## src/design/pkvt_pkg.sv

```systemverilog
// Package with sizes, codes, types and the sequencer state for the per-context key/value table.
package pkvt_pkg;

  localparam int CONTEXT_SLOTS    = 16;
  localparam int ENTRIES_PER_SLOT = 16;

  localparam int CTX_W    = 32;
  localparam int KEY_W    = 32;
  localparam int VAL_W    = 32;
  localparam int MASK_W   = 16;
  localparam int SLOT_W   = $clog2(CONTEXT_SLOTS);
  localparam int CNT_W    = $clog2(CONTEXT_SLOTS + 1);
  localparam int FILL_W   = $clog2(ENTRIES_PER_SLOT + 1);
  localparam int ADDR_W   = $clog2(CONTEXT_SLOTS * ENTRIES_PER_SLOT);
  localparam int DEPTH    = CONTEXT_SLOTS * ENTRIES_PER_SLOT;

  localparam logic ACT_LOOKUP  = 1'b0;
  localparam logic ACT_STORE   = 1'b1;
  localparam logic STATUS_OK   = 1'b0;
  localparam logic STATUS_FULL = 1'b1;

  typedef enum logic [2:0] {
    ST_IDLE,
    ST_SCAN,
    ST_ESCAN,
    ST_RECLAIM,
    ST_WRITE,
    ST_DONE
  } state_t;

  typedef struct packed {
    logic              wr_en;
    logic              rd_en;
    logic [ADDR_W-1:0] addr;
    logic [KEY_W-1:0]  key;
    logic [VAL_W-1:0]  value;
  } mem_req_t;

  typedef struct packed {
    logic [KEY_W-1:0] key;
    logic [VAL_W-1:0] value;
  } mem_rsp_t;

endpackage

```

## src/design/pkvt_seq.sv

```systemverilog
// Sequencer with the slot table: scans slots and entries one per cycle with separate compares.
module pkvt_seq
  import pkvt_pkg::*;
(
  input  logic              clk,
  input  logic              rst_n,
  input  logic              start,
  input  logic              in_action,
  input  logic [CTX_W-1:0]  in_context_id,
  input  logic [KEY_W-1:0]  in_entry_key,
  input  logic [VAL_W-1:0]  in_entry_value,
  input  logic [MASK_W-1:0] in_live_mask,
  output logic              busy,
  output logic              out_valid,
  output logic              out_hit,
  output logic [VAL_W-1:0]  out_found_value,
  output logic              out_status,
  output mem_req_t          mem_req,
  input  mem_rsp_t          mem_rsp
);

  state_t state_r, state_nxt;

  logic [CTX_W-1:0]  slot_ctx_r  [CONTEXT_SLOTS];
  logic [FILL_W-1:0] slot_fill_r [CONTEXT_SLOTS];
  logic [CNT_W-1:0]  siu_r, siu_nxt;

  logic              act_r;
  logic [CTX_W-1:0]  ctx_r;
  logic [KEY_W-1:0]  key_r;
  logic [VAL_W-1:0]  val_r;
  logic [MASK_W-1:0] mask_r;

  logic [CNT_W-1:0]  i_r, i_nxt;
  logic [FILL_W-1:0] j_r, j_nxt;
  logic [FILL_W-1:0] fill_r, fill_nxt;
  logic [SLOT_W-1:0] tgt_r, tgt_nxt;
  logic              new_r, new_nxt;
  logic [SLOT_W-1:0] free_r, free_nxt;
  logic              free_vld_r, free_vld_nxt;
  logic              pend_r, pend_nxt;
  logic              hit_r, hit_nxt;
  logic [VAL_W-1:0]  found_r, found_nxt;
  logic              status_r, status_nxt;

  logic              slot_we;
  logic [SLOT_W-1:0] slot_widx;
  logic [CTX_W-1:0]  slot_wctx;
  logic [FILL_W-1:0] slot_wfill;

  logic [SLOT_W-1:0] cur_idx;
  logic [CTX_W-1:0]  cur_ctx;
  logic [FILL_W-1:0] cur_fill;
  logic [FILL_W-1:0] tgt_fill;
  logic              accept, at_end, ctx_match, list_full, key_match, more_entries;
  logic              room_left, live, last_slot, claim_ok;
  logic [MASK_W-1:0] mask_shift;
  logic [FILL_W-1:0] wr_pos;
  logic [CNT_W-1:0]  tgt_top;

  assign accept       = start && (state_r == ST_IDLE);
  assign cur_idx      = i_r[SLOT_W-1:0];
  assign cur_ctx      = slot_ctx_r[cur_idx];
  assign cur_fill     = slot_fill_r[cur_idx];
  assign tgt_fill     = slot_fill_r[tgt_r];
  assign at_end       = (i_r == siu_r);
  assign ctx_match    = (cur_ctx == ctx_r);
  assign list_full    = (cur_fill >= FILL_W'(ENTRIES_PER_SLOT));
  assign key_match    = pend_r && (mem_rsp.key == key_r);
  assign more_entries = (j_r < fill_r);
  assign room_left    = (siu_r < CNT_W'(CONTEXT_SLOTS));
  // Slots past the mask width have no live bit; the shift leaves zero for them.
  assign mask_shift   = mask_r >> i_r;
  assign live         = mask_shift[0];
  assign last_slot    = (i_r == CNT_W'(CONTEXT_SLOTS - 1));
  assign claim_ok     = free_vld_r || !live;
  assign wr_pos       = new_r ? '0 : tgt_fill;
  assign tgt_top      = CNT_W'(tgt_r) + CNT_W'(1);

  // Next state.
  always_comb begin
    state_nxt = state_r;
    unique case (state_r)
      ST_IDLE: begin
        if (start) begin
          if (in_action == ACT_STORE && in_context_id == '0) state_nxt = ST_DONE;
          else                                                state_nxt = ST_SCAN;
        end
      end
      ST_SCAN: begin
        if (at_end) begin
          if (act_r == ACT_LOOKUP)         state_nxt = ST_DONE;
          else if (free_vld_r || room_left) state_nxt = ST_WRITE;
          else                              state_nxt = ST_RECLAIM;
        end else if (ctx_match) begin
          if (act_r == ACT_LOOKUP) state_nxt = ST_ESCAN;
          else if (list_full)      state_nxt = ST_DONE;
          else                     state_nxt = ST_WRITE;
        end
      end
      ST_ESCAN: begin
        if (key_match || !more_entries) state_nxt = ST_DONE;
      end
      ST_RECLAIM: begin
        if (last_slot) state_nxt = claim_ok ? ST_WRITE : ST_DONE;
      end
      ST_WRITE: state_nxt = ST_DONE;
      ST_DONE:  state_nxt = ST_IDLE;
      default:  state_nxt = ST_IDLE;
    endcase
  end

  // Datapath and memory control.
  always_comb begin
    i_nxt        = i_r;
    j_nxt        = j_r;
    fill_nxt     = fill_r;
    tgt_nxt      = tgt_r;
    new_nxt      = new_r;
    free_nxt     = free_r;
    free_vld_nxt = free_vld_r;
    pend_nxt     = 1'b0;
    hit_nxt      = hit_r;
    found_nxt    = found_r;
    status_nxt   = status_r;
    siu_nxt      = siu_r;
    slot_we      = 1'b0;
    slot_widx    = tgt_r;
    slot_wctx    = ctx_r;
    slot_wfill   = wr_pos + FILL_W'(1);
    mem_req      = '0;
    mem_req.key  = key_r;
    mem_req.value = val_r;
    mem_req.addr = ADDR_W'(ADDR_W'(tgt_r) * ADDR_W'(ENTRIES_PER_SLOT)) + ADDR_W'(j_r);
    unique case (state_r)
      ST_IDLE: begin
        i_nxt        = '0;
        free_vld_nxt = 1'b0;
        hit_nxt      = 1'b0;
        found_nxt    = '0;
        status_nxt   = (in_action == ACT_STORE && in_context_id == '0) ? STATUS_FULL
                                                                       : STATUS_OK;
      end
      ST_SCAN: begin
        if (at_end) begin
          if (act_r == ACT_STORE) begin
            new_nxt = 1'b1;
            if (free_vld_r) begin
              tgt_nxt = free_r;
            end else if (room_left) begin
              tgt_nxt = siu_r[SLOT_W-1:0];
            end else begin
              i_nxt        = '0;
              siu_nxt      = '0;
              free_vld_nxt = 1'b0;
            end
          end
        end else if (ctx_match) begin
          tgt_nxt  = cur_idx;
          fill_nxt = cur_fill;
          j_nxt    = '0;
          new_nxt  = 1'b0;
          if (act_r == ACT_STORE && list_full) status_nxt = STATUS_FULL;
        end else begin
          // An emptied slot below the high-water mark is the first choice for a new context.
          if (act_r == ACT_STORE && cur_ctx == '0 && !free_vld_r) begin
            free_nxt     = cur_idx;
            free_vld_nxt = 1'b1;
          end
          i_nxt = i_r + CNT_W'(1);
        end
      end
      ST_ESCAN: begin
        // Reads are pipelined: the compare sees the entry issued in the previous cycle.
        if (key_match) begin
          hit_nxt   = 1'b1;
          found_nxt = mem_rsp.value;
        end else if (more_entries) begin
          mem_req.rd_en = 1'b1;
          j_nxt         = j_r + FILL_W'(1);
          pend_nxt      = 1'b1;
        end
      end
      ST_RECLAIM: begin
        if (live) begin
          siu_nxt = i_r + CNT_W'(1);
        end else begin
          slot_we    = 1'b1;
          slot_widx  = cur_idx;
          slot_wctx  = '0;
          slot_wfill = '0;
          if (!free_vld_r) begin
            free_nxt     = cur_idx;
            free_vld_nxt = 1'b1;
          end
        end
        if (last_slot) begin
          tgt_nxt = free_vld_r ? free_r : cur_idx;
          if (!claim_ok) status_nxt = STATUS_FULL;
        end else begin
          i_nxt = i_r + CNT_W'(1);
        end
      end
      ST_WRITE: begin
        mem_req.wr_en = 1'b1;
        mem_req.addr  = ADDR_W'(ADDR_W'(tgt_r) * ADDR_W'(ENTRIES_PER_SLOT)) + ADDR_W'(wr_pos);
        slot_we       = 1'b1;
        if (tgt_top > siu_r) siu_nxt = tgt_top;
      end
      ST_DONE: begin
      end
      default: begin
      end
    endcase
  end

  always_ff @(posedge clk) begin
    if (!rst_n) begin
      state_r <= ST_IDLE;
      siu_r   <= '0;
      pend_r  <= 1'b0;
      for (int s = 0; s < CONTEXT_SLOTS; s++) begin
        slot_ctx_r[s]  <= '0;
        slot_fill_r[s] <= '0;
      end
    end else begin
      state_r <= state_nxt;
      siu_r   <= siu_nxt;
      pend_r  <= pend_nxt;
      if (slot_we) begin
        slot_ctx_r[slot_widx]  <= slot_wctx;
        slot_fill_r[slot_widx] <= slot_wfill;
      end
    end
  end

  always_ff @(posedge clk) begin
    if (accept) begin
      act_r  <= in_action;
      ctx_r  <= in_context_id;
      key_r  <= in_entry_key;
      val_r  <= in_entry_value;
      mask_r <= in_live_mask;
    end
    i_r        <= i_nxt;
    j_r        <= j_nxt;
    fill_r     <= fill_nxt;
    tgt_r      <= tgt_nxt;
    new_r      <= new_nxt;
    free_r     <= free_nxt;
    free_vld_r <= free_vld_nxt;
    hit_r      <= hit_nxt;
    found_r    <= found_nxt;
    status_r   <= status_nxt;
  end

  assign busy            = (state_r != ST_IDLE);
  assign out_valid       = (state_r == ST_DONE);
  assign out_hit         = hit_r;
  assign out_found_value = found_r;
  assign out_status      = status_r;

endmodule

```

## config.mk

```make
export PLATFORM = sky130hd
export DESIGN_NAME = pkvt_seq
export DESIGN_NICKNAME = d
export VERILOG_FILES = /design/src/design/pkvt_pkg.sv /design/src/design/pkvt_seq.sv
export SDC_FILE = /design/constraint.sdc
export NUM_CORES = 1
export LEC_CHECK = 0
export ABC_AREA = 1
export BUFFER_PORTS_ARGS = -buffer_cell sky130_fd_sc_hd__buf_2
export CORE_MARGIN = 5
export CORE_UTILIZATION = 50
export DETAILED_ROUTE_END_ITERATION = 10
export PLACE_DENSITY = 0.71
export SETUP_SLACK_MARGIN = 0.3
export SYNTH_ARGS = -nofsm -noshare
export SYNTH_HDL_FRONTEND = slang
export SYNTH_SLANG_ARGS = --single-unit
```

## constraint.sdc

```tcl
create_clock -name clk -period 5.7 [get_ports clk]
set_input_delay 0.285 -clock clk [delete_from_list [all_inputs] [get_ports clk]]
set_output_delay 0.285 -clock clk [all_outputs]
set_load 0.03 [all_outputs]
```

# Yosys cells after proc, flatten, opt, wreduce, memory -nomap -nowiden
# Memories as Yosys holds them, arrays and structs flattened. A register that Yosys moved wholly into a read port is not among the register bits.
# Cells that the tools add are included.
[word_totals] ramBits=592 n_memories=2 reg_bits=181
[classes] eq_ne=37 n_lt_le_gt_ge=4 n_addsub=6 shifts=1 n_reduce_logical=35 n_bitwise=1 muxes=89
[memory_table] name="slot_ctx_r" depth=16 width=32 rd=1 rd_ports_with_merged_regs=1 write_ports=16 line="pkvt_seq.sv:24" text="logic [CTX_W-1:0] slot_ctx_r [CONTEXT_SLOTS];"
[memory_table] name="slot_fill_r" depth=16 width=5 rd=2 rd_ports_with_merged_regs=2 write_ports=16 line="pkvt_seq.sv:25" text="logic [FILL_W-1:0] slot_fill_r [CONTEXT_SLOTS];"
[op_table] cell="32-bit two-way mux" count=4
[op_table] cell="5-bit two-way mux" count=17
[op_table] cell="4-bit two-way mux" count=18
[op_table] cell="32-bit equality test" count=2
[op_table] cell="32-bit zero test" count=2
[op_table] cell="32-bit one-hot mux with 2 select lines" count=1
[op_table] cell="2-bit inequality test, second input constant" count=21
[op_table] cell="32-bit OR reduction" count=1
[op_table] cell="5-bit one-hot mux with 3 select lines" count=2
[op_table] cell="1-bit two-way mux" count=29
[op_table] cell="3-bit two-way mux" count=9
[op_table] cell="5-bit AND reduction" count=4
[op_table] cell="3-bit inequality test, second input constant" count=6
[op_table] cell="8-bit by 5-bit adder with 8-bit output" count=2
[op_table] cell="4-bit one-hot mux with 2 select lines" count=2
[op_table] cell="16-bit by 5-bit >> shifter with 1-bit output" count=1
[op_table] cell="5-bit by 1-bit adder with 5-bit output, second input constant" count=3
[op_table] cell="3-bit one-hot mux with 5 select lines" count=1
[op_table] cell="6-bit AND reduction" count=2
[op_table] cell="5-bit one-hot mux with 2 select lines" count=1
[op_table] cell="3-bit nonzero test" count=3
[op_table] cell="8-bit two-way mux" count=1
[op_table] cell="2-bit nonzero test" count=4
[op_table] cell="7-bit AND reduction" count=1
[op_table] cell="other kinds (22)" count=36

# Longest topological paths before layout
[logic_depth] word_depth=8 ltp_mapped=21

# Worst setup path after synthesis
# No wires, ideal clock.
[synth_path] kind="register to register" from="reg state_r[2]" to="reg act_r (enable)" arrival_ns=5.566 setup_slack_ns=-0.453 n_path_buf=0 setup_time_ns=0.587 path_stages_with_launch=6 synth_period_minus_slack_ns=6.153 path_cell_list="dfxtp_1 > nor2_1 > inv_1 > nor2_1 > inv_1 > nor2_1"
[synth_between] elab_chain_len=2
[synth_rtl] item="from (decl)" line="pkvt_seq.sv:22" text="state_t state_r, state_nxt;"
[synth_rtl] item="from (signal assigned)" line="pkvt_seq.sv:227" text="state_r <= state_nxt;"
[synth_rtl] item="3-bit zero test" line="pkvt_seq.sv:61" text="assign accept = start && (state_r == ST_IDLE);"
[synth_rtl] item="1-bit logical AND" line="pkvt_seq.sv:61"
[synth_rtl] item="via accept" line="pkvt_seq.sv:55" text="logic accept, at_end, ctx_match, list_full, key_match, more_entries;"
[synth_rtl] item="to (signal assigned)" line="pkvt_seq.sv:239" text="act_r <= in_action;"
[synth_rtl] item="to (decl)" line="pkvt_seq.sv:28" text="logic act_r;"
# The timed path passes the listed nets, and every way through them passes these cells.
# A chain may end at the register's enable or synchronous reset.

==> flow_metrics.env <==
export IMPL_status="complete, no violations"
export IMPL_core_area_um2=72700
export IMPL_grt_pass1_wl_mm=163
export IMPL_finalHoldViolations=0
export IMPL_slew_limit_headroom_pct=17.1
export IMPL_multi_input_area_um2=11100
export IMPL_synth_area_um2=36600
export IMPL_peakVddDrop_mv=0.431
export IMPL_instances_no_fill=5118
export IMPL_grt_util_all_layers_pct=27.0
export IMPL_synth_edf_count=764
export IMPL_ys_types=46
export IMPL_die_height_um=281
export IMPL_area_growth_pct=16.5
export IMPL_root_buffer="clkbuf_16"
export IMPL_grt_max_degree=149
export IMPL_slowest_stage="nand2_2"
export IMPL_r2r_slack_ns=1.09
export IMPL_power_mw=19.4
export IMPL_via_per_inst=5.59
export IMPL_worst_pin_slew_ns=1.24
export IMPL_dpl_hpwl_mm=67.6
export IMPL_nets=4291
export IMPL_holdCritPathClass="input pin to flip-flop"
export IMPL_maxCapViolCount=0
export IMPL_worstPathArrival_ns=4.86
export IMPL_dp_cells=4826
export IMPL_fillers=6076
export IMPL_gp_congestion=0.935
export IMPL_path_buf_inv=2
export IMPL_ys_ff_latch=781
export IMPL_dr_pass1_iters=8
export IMPL_cts_tree="built"
export IMPL_postSynthCellCount=3785
export IMPL_start_util_pct=50.3
export IMPL_vias=28600
export IMPL_drt_wl_total_mm=110
export IMPL_clock_skew_final_ns=0.0224
export IMPL_syn_area_per_cell_um2=9.67
export IMPL_first_global_vias=27100
export IMPL_clock_path_buffers=3
export IMPL_powerDensity_nw_per_um2=454
export IMPL_ios=290
export IMPL_crit_required_ns=5.95
export IMPL_ys_seq_area_share_pct=63.6
export IMPL_clock_latency_ns=0.62
export IMPL_crit_path_cell_trace="inv_2 > o21ai_0 > o21ai_0 > o211ai_1 > nand2_1 > nand2_4 > nand2_4 > a21oi_4 > inv_2 > nor3_4 > nand2_2 > nand2_2"
export IMPL_wl_per_cell_um=21.5
export IMPL_htreeDepth=3
export IMPL_crit_path_max_fanout=46
export IMPL_finalSetupTns_ns=0
export IMPL_worstSetupPathType="flip-flop to flip-flop"
export IMPL_drive_above_1_share_pct=13.6
export IMPL_fmaxAchievable_ghz=0.217
export IMPL_synthFlopType="edfxtp_1"
export IMPL_max_stage_delay_ns=0.91
export IMPL_die_area_um2=78700
export IMPL_leakage_nw=17.7
export IMPL_cts_sinks=781
export IMPL_antenna_found_initial=3
export IMPL_period_minus_slack_ns=4.61
export IMPL_synthesis_nets=3981
export IMPL_period_share_pct=80.8
export IMPL_fin_ws_ns=1.09
export IMPL_detail_route_antenna_nets=0
export IMPL_startpoint_type="flip-flop"
export IMPL_crit_family="simple AND/OR/NAND/NOR gates"
export IMPL_final_util_pct=58.6
export IMPL_dieWidth_um=281
export IMPL_slew_viol_final=0
export IMPL_cts_buffers_inserted=82
export IMPL_async_reset_ff_share_pct=0
export IMPL_numPortBuffers=289
export IMPL_regArea_um2=23300
export IMPL_setup_viol=0
export IMPL_cp_end_kind="flip-flop"
export IMPL_rsz0062_at_grt="no"
export IMPL_first_iter_violations=3543
export IMPL_clk_pin_slew_ns=0.06
export IMPL_dp_slack_ns=1.12
export IMPL_rows=99
export IMPL_yosysWarningCount=0
export IMPL_drc=0
export IMPL_grt_remaining_overflow=0
## tightest hold or removal path: cells and delay by family
kind | cells | cell delay (ns)
and+or+nand+nor | 1 | 0.05
buffers and inverters | 2 | 0.13
## repair_timing
item | 4_1_cts | 5_1_grt
setup buffers | 0 | 0
hold buffers | 144 | 0
resized for setup | 0 | 0
hold endpoints to repair | 144 | 0
## cells by family after synthesis
logic type / synth area share (%)
AND/OR/NAND/NOR: 22.8
AO/OA/AOI/OAI: 6.24
XOR/XNOR: 0.622
adder cells (fa/ha/maj): 0.547
buffers and inverters: 6.12
flip-flops: 63.6
## cell type report
class	count	area share [%]
sequential	781	54.6
timing repair buffer	481	7.77
tap	959	2.81
multi-input combinational	2471	26.1
inverter	278	2.47
antenna	1	0.00587
clock buffer	100	5.19
clock inverter	47	0.963
## registers in the layout, summed over array words and instances, names as in the netlist, 3 cells and up, named ones only
name             flops
slot_ctx_r         512
slot_fill_r         80
ctx_r               32
key_r               32
out_found_value     32
val_r               32
mask_r              16
fill_r               5
i_r                  5
j_r                  5
siu_r                5
free_r               4
tgt_r                4
state_r              3
## per-stage QoR
stage                     hold WS [ns]  area [um2]
after global routing            0.0456       42600
after global placement           0.461       38600
final                           0.0286       42600
after CTS                      0.00174       42600
after detailed placement         0.463       38600
after floorplan                  0.384       36600
## path summary, 6_finish.rpt
kind                                             from                           endpoint  depth (start not counted)
worst max-delay path                 i_r[0]$_DFFE_PP_    slot_ctx_r[1][16]$_SDFFCE_PN0P_                         12
worst max register to register       i_r[0]$_DFFE_PP_    slot_ctx_r[1][16]$_SDFFCE_PN0P_                         12
worst min-delay path                      mem_rsp[19]  out_found_value[19]$_SDFFCE_PN0P_                          3
worst min register to register  siu_r[0]$_SDFFE_PN0P_              siu_r[0]$_SDFFE_PN0P_                          2
## power breakdown
group	total, mW	switching (mW)	leakage, nW	internal, mW
registers	7.61	0.475	7.92	7.14
logic	6.46	4.81	8.46	1.65
clock network	5.30	2.23	1.29	3.07
total	19.4	7.52	17.7	11.9
## synth_stat cells, types with 3 or more instances
cell,count,area (um2)
o221ai_1,12,105
buf_2,108,541
and2_1,4,25.0
edfxtp_1,764,22900
buf_1,15,56.3
o21ai_0,230,1150
nor2_1,842,3160
nor4_1,8,50.1
and3_1,3,18.8
o21a_1,3,22.5
clkbuf_1,114,428
nor3_1,12,60.1
buf_4,9,67.6
o22ai_1,9,56.3
or2_2,10,62.6
ha_1,16,200
nand4_1,13,81.3
nand3_1,277,1390
dfxtp_1,17,340
nor3_4,3,48.8
nor2_4,10,113
inv_2,9,33.8
a21boi_0,3,22.5
nor2_2,39,244
buf_6,8,90.1
a21oi_1,63,315
xnor2_1,11,96.3
o21ai_1,12,60.1
nand3b_1,12,90.1
inv_1,267,1000
o211ai_1,58,435
nand2_1,789,2960
xor2_1,15,131
## per-layer routing
metal | vias up | wire (um) | track usage (%)
met1 | 13700 | 43600 | 38.0
met4 | 0 | 3980 | 10.1
met5 | - | 0 | 0
li1 | 13200 | - | -
met3 | 220 | 10500 | 4.32
met2 | 1526 | 51900 | 42.9
## layout by cell type, fill, tap and decap left out, drive strengths merged, types with 16 or more instances in the layout
cell type,instances
nor2,891
clkinv,36
buf,337
clkbuf,100
inv,278
o211ai,59
nand2,793
edfxtp,764
o21ai,243
dlygate4sd3,144
a21oi,65
dfxtp,17
ha,16
nand3,277
(Power assumes the default switching activity.)
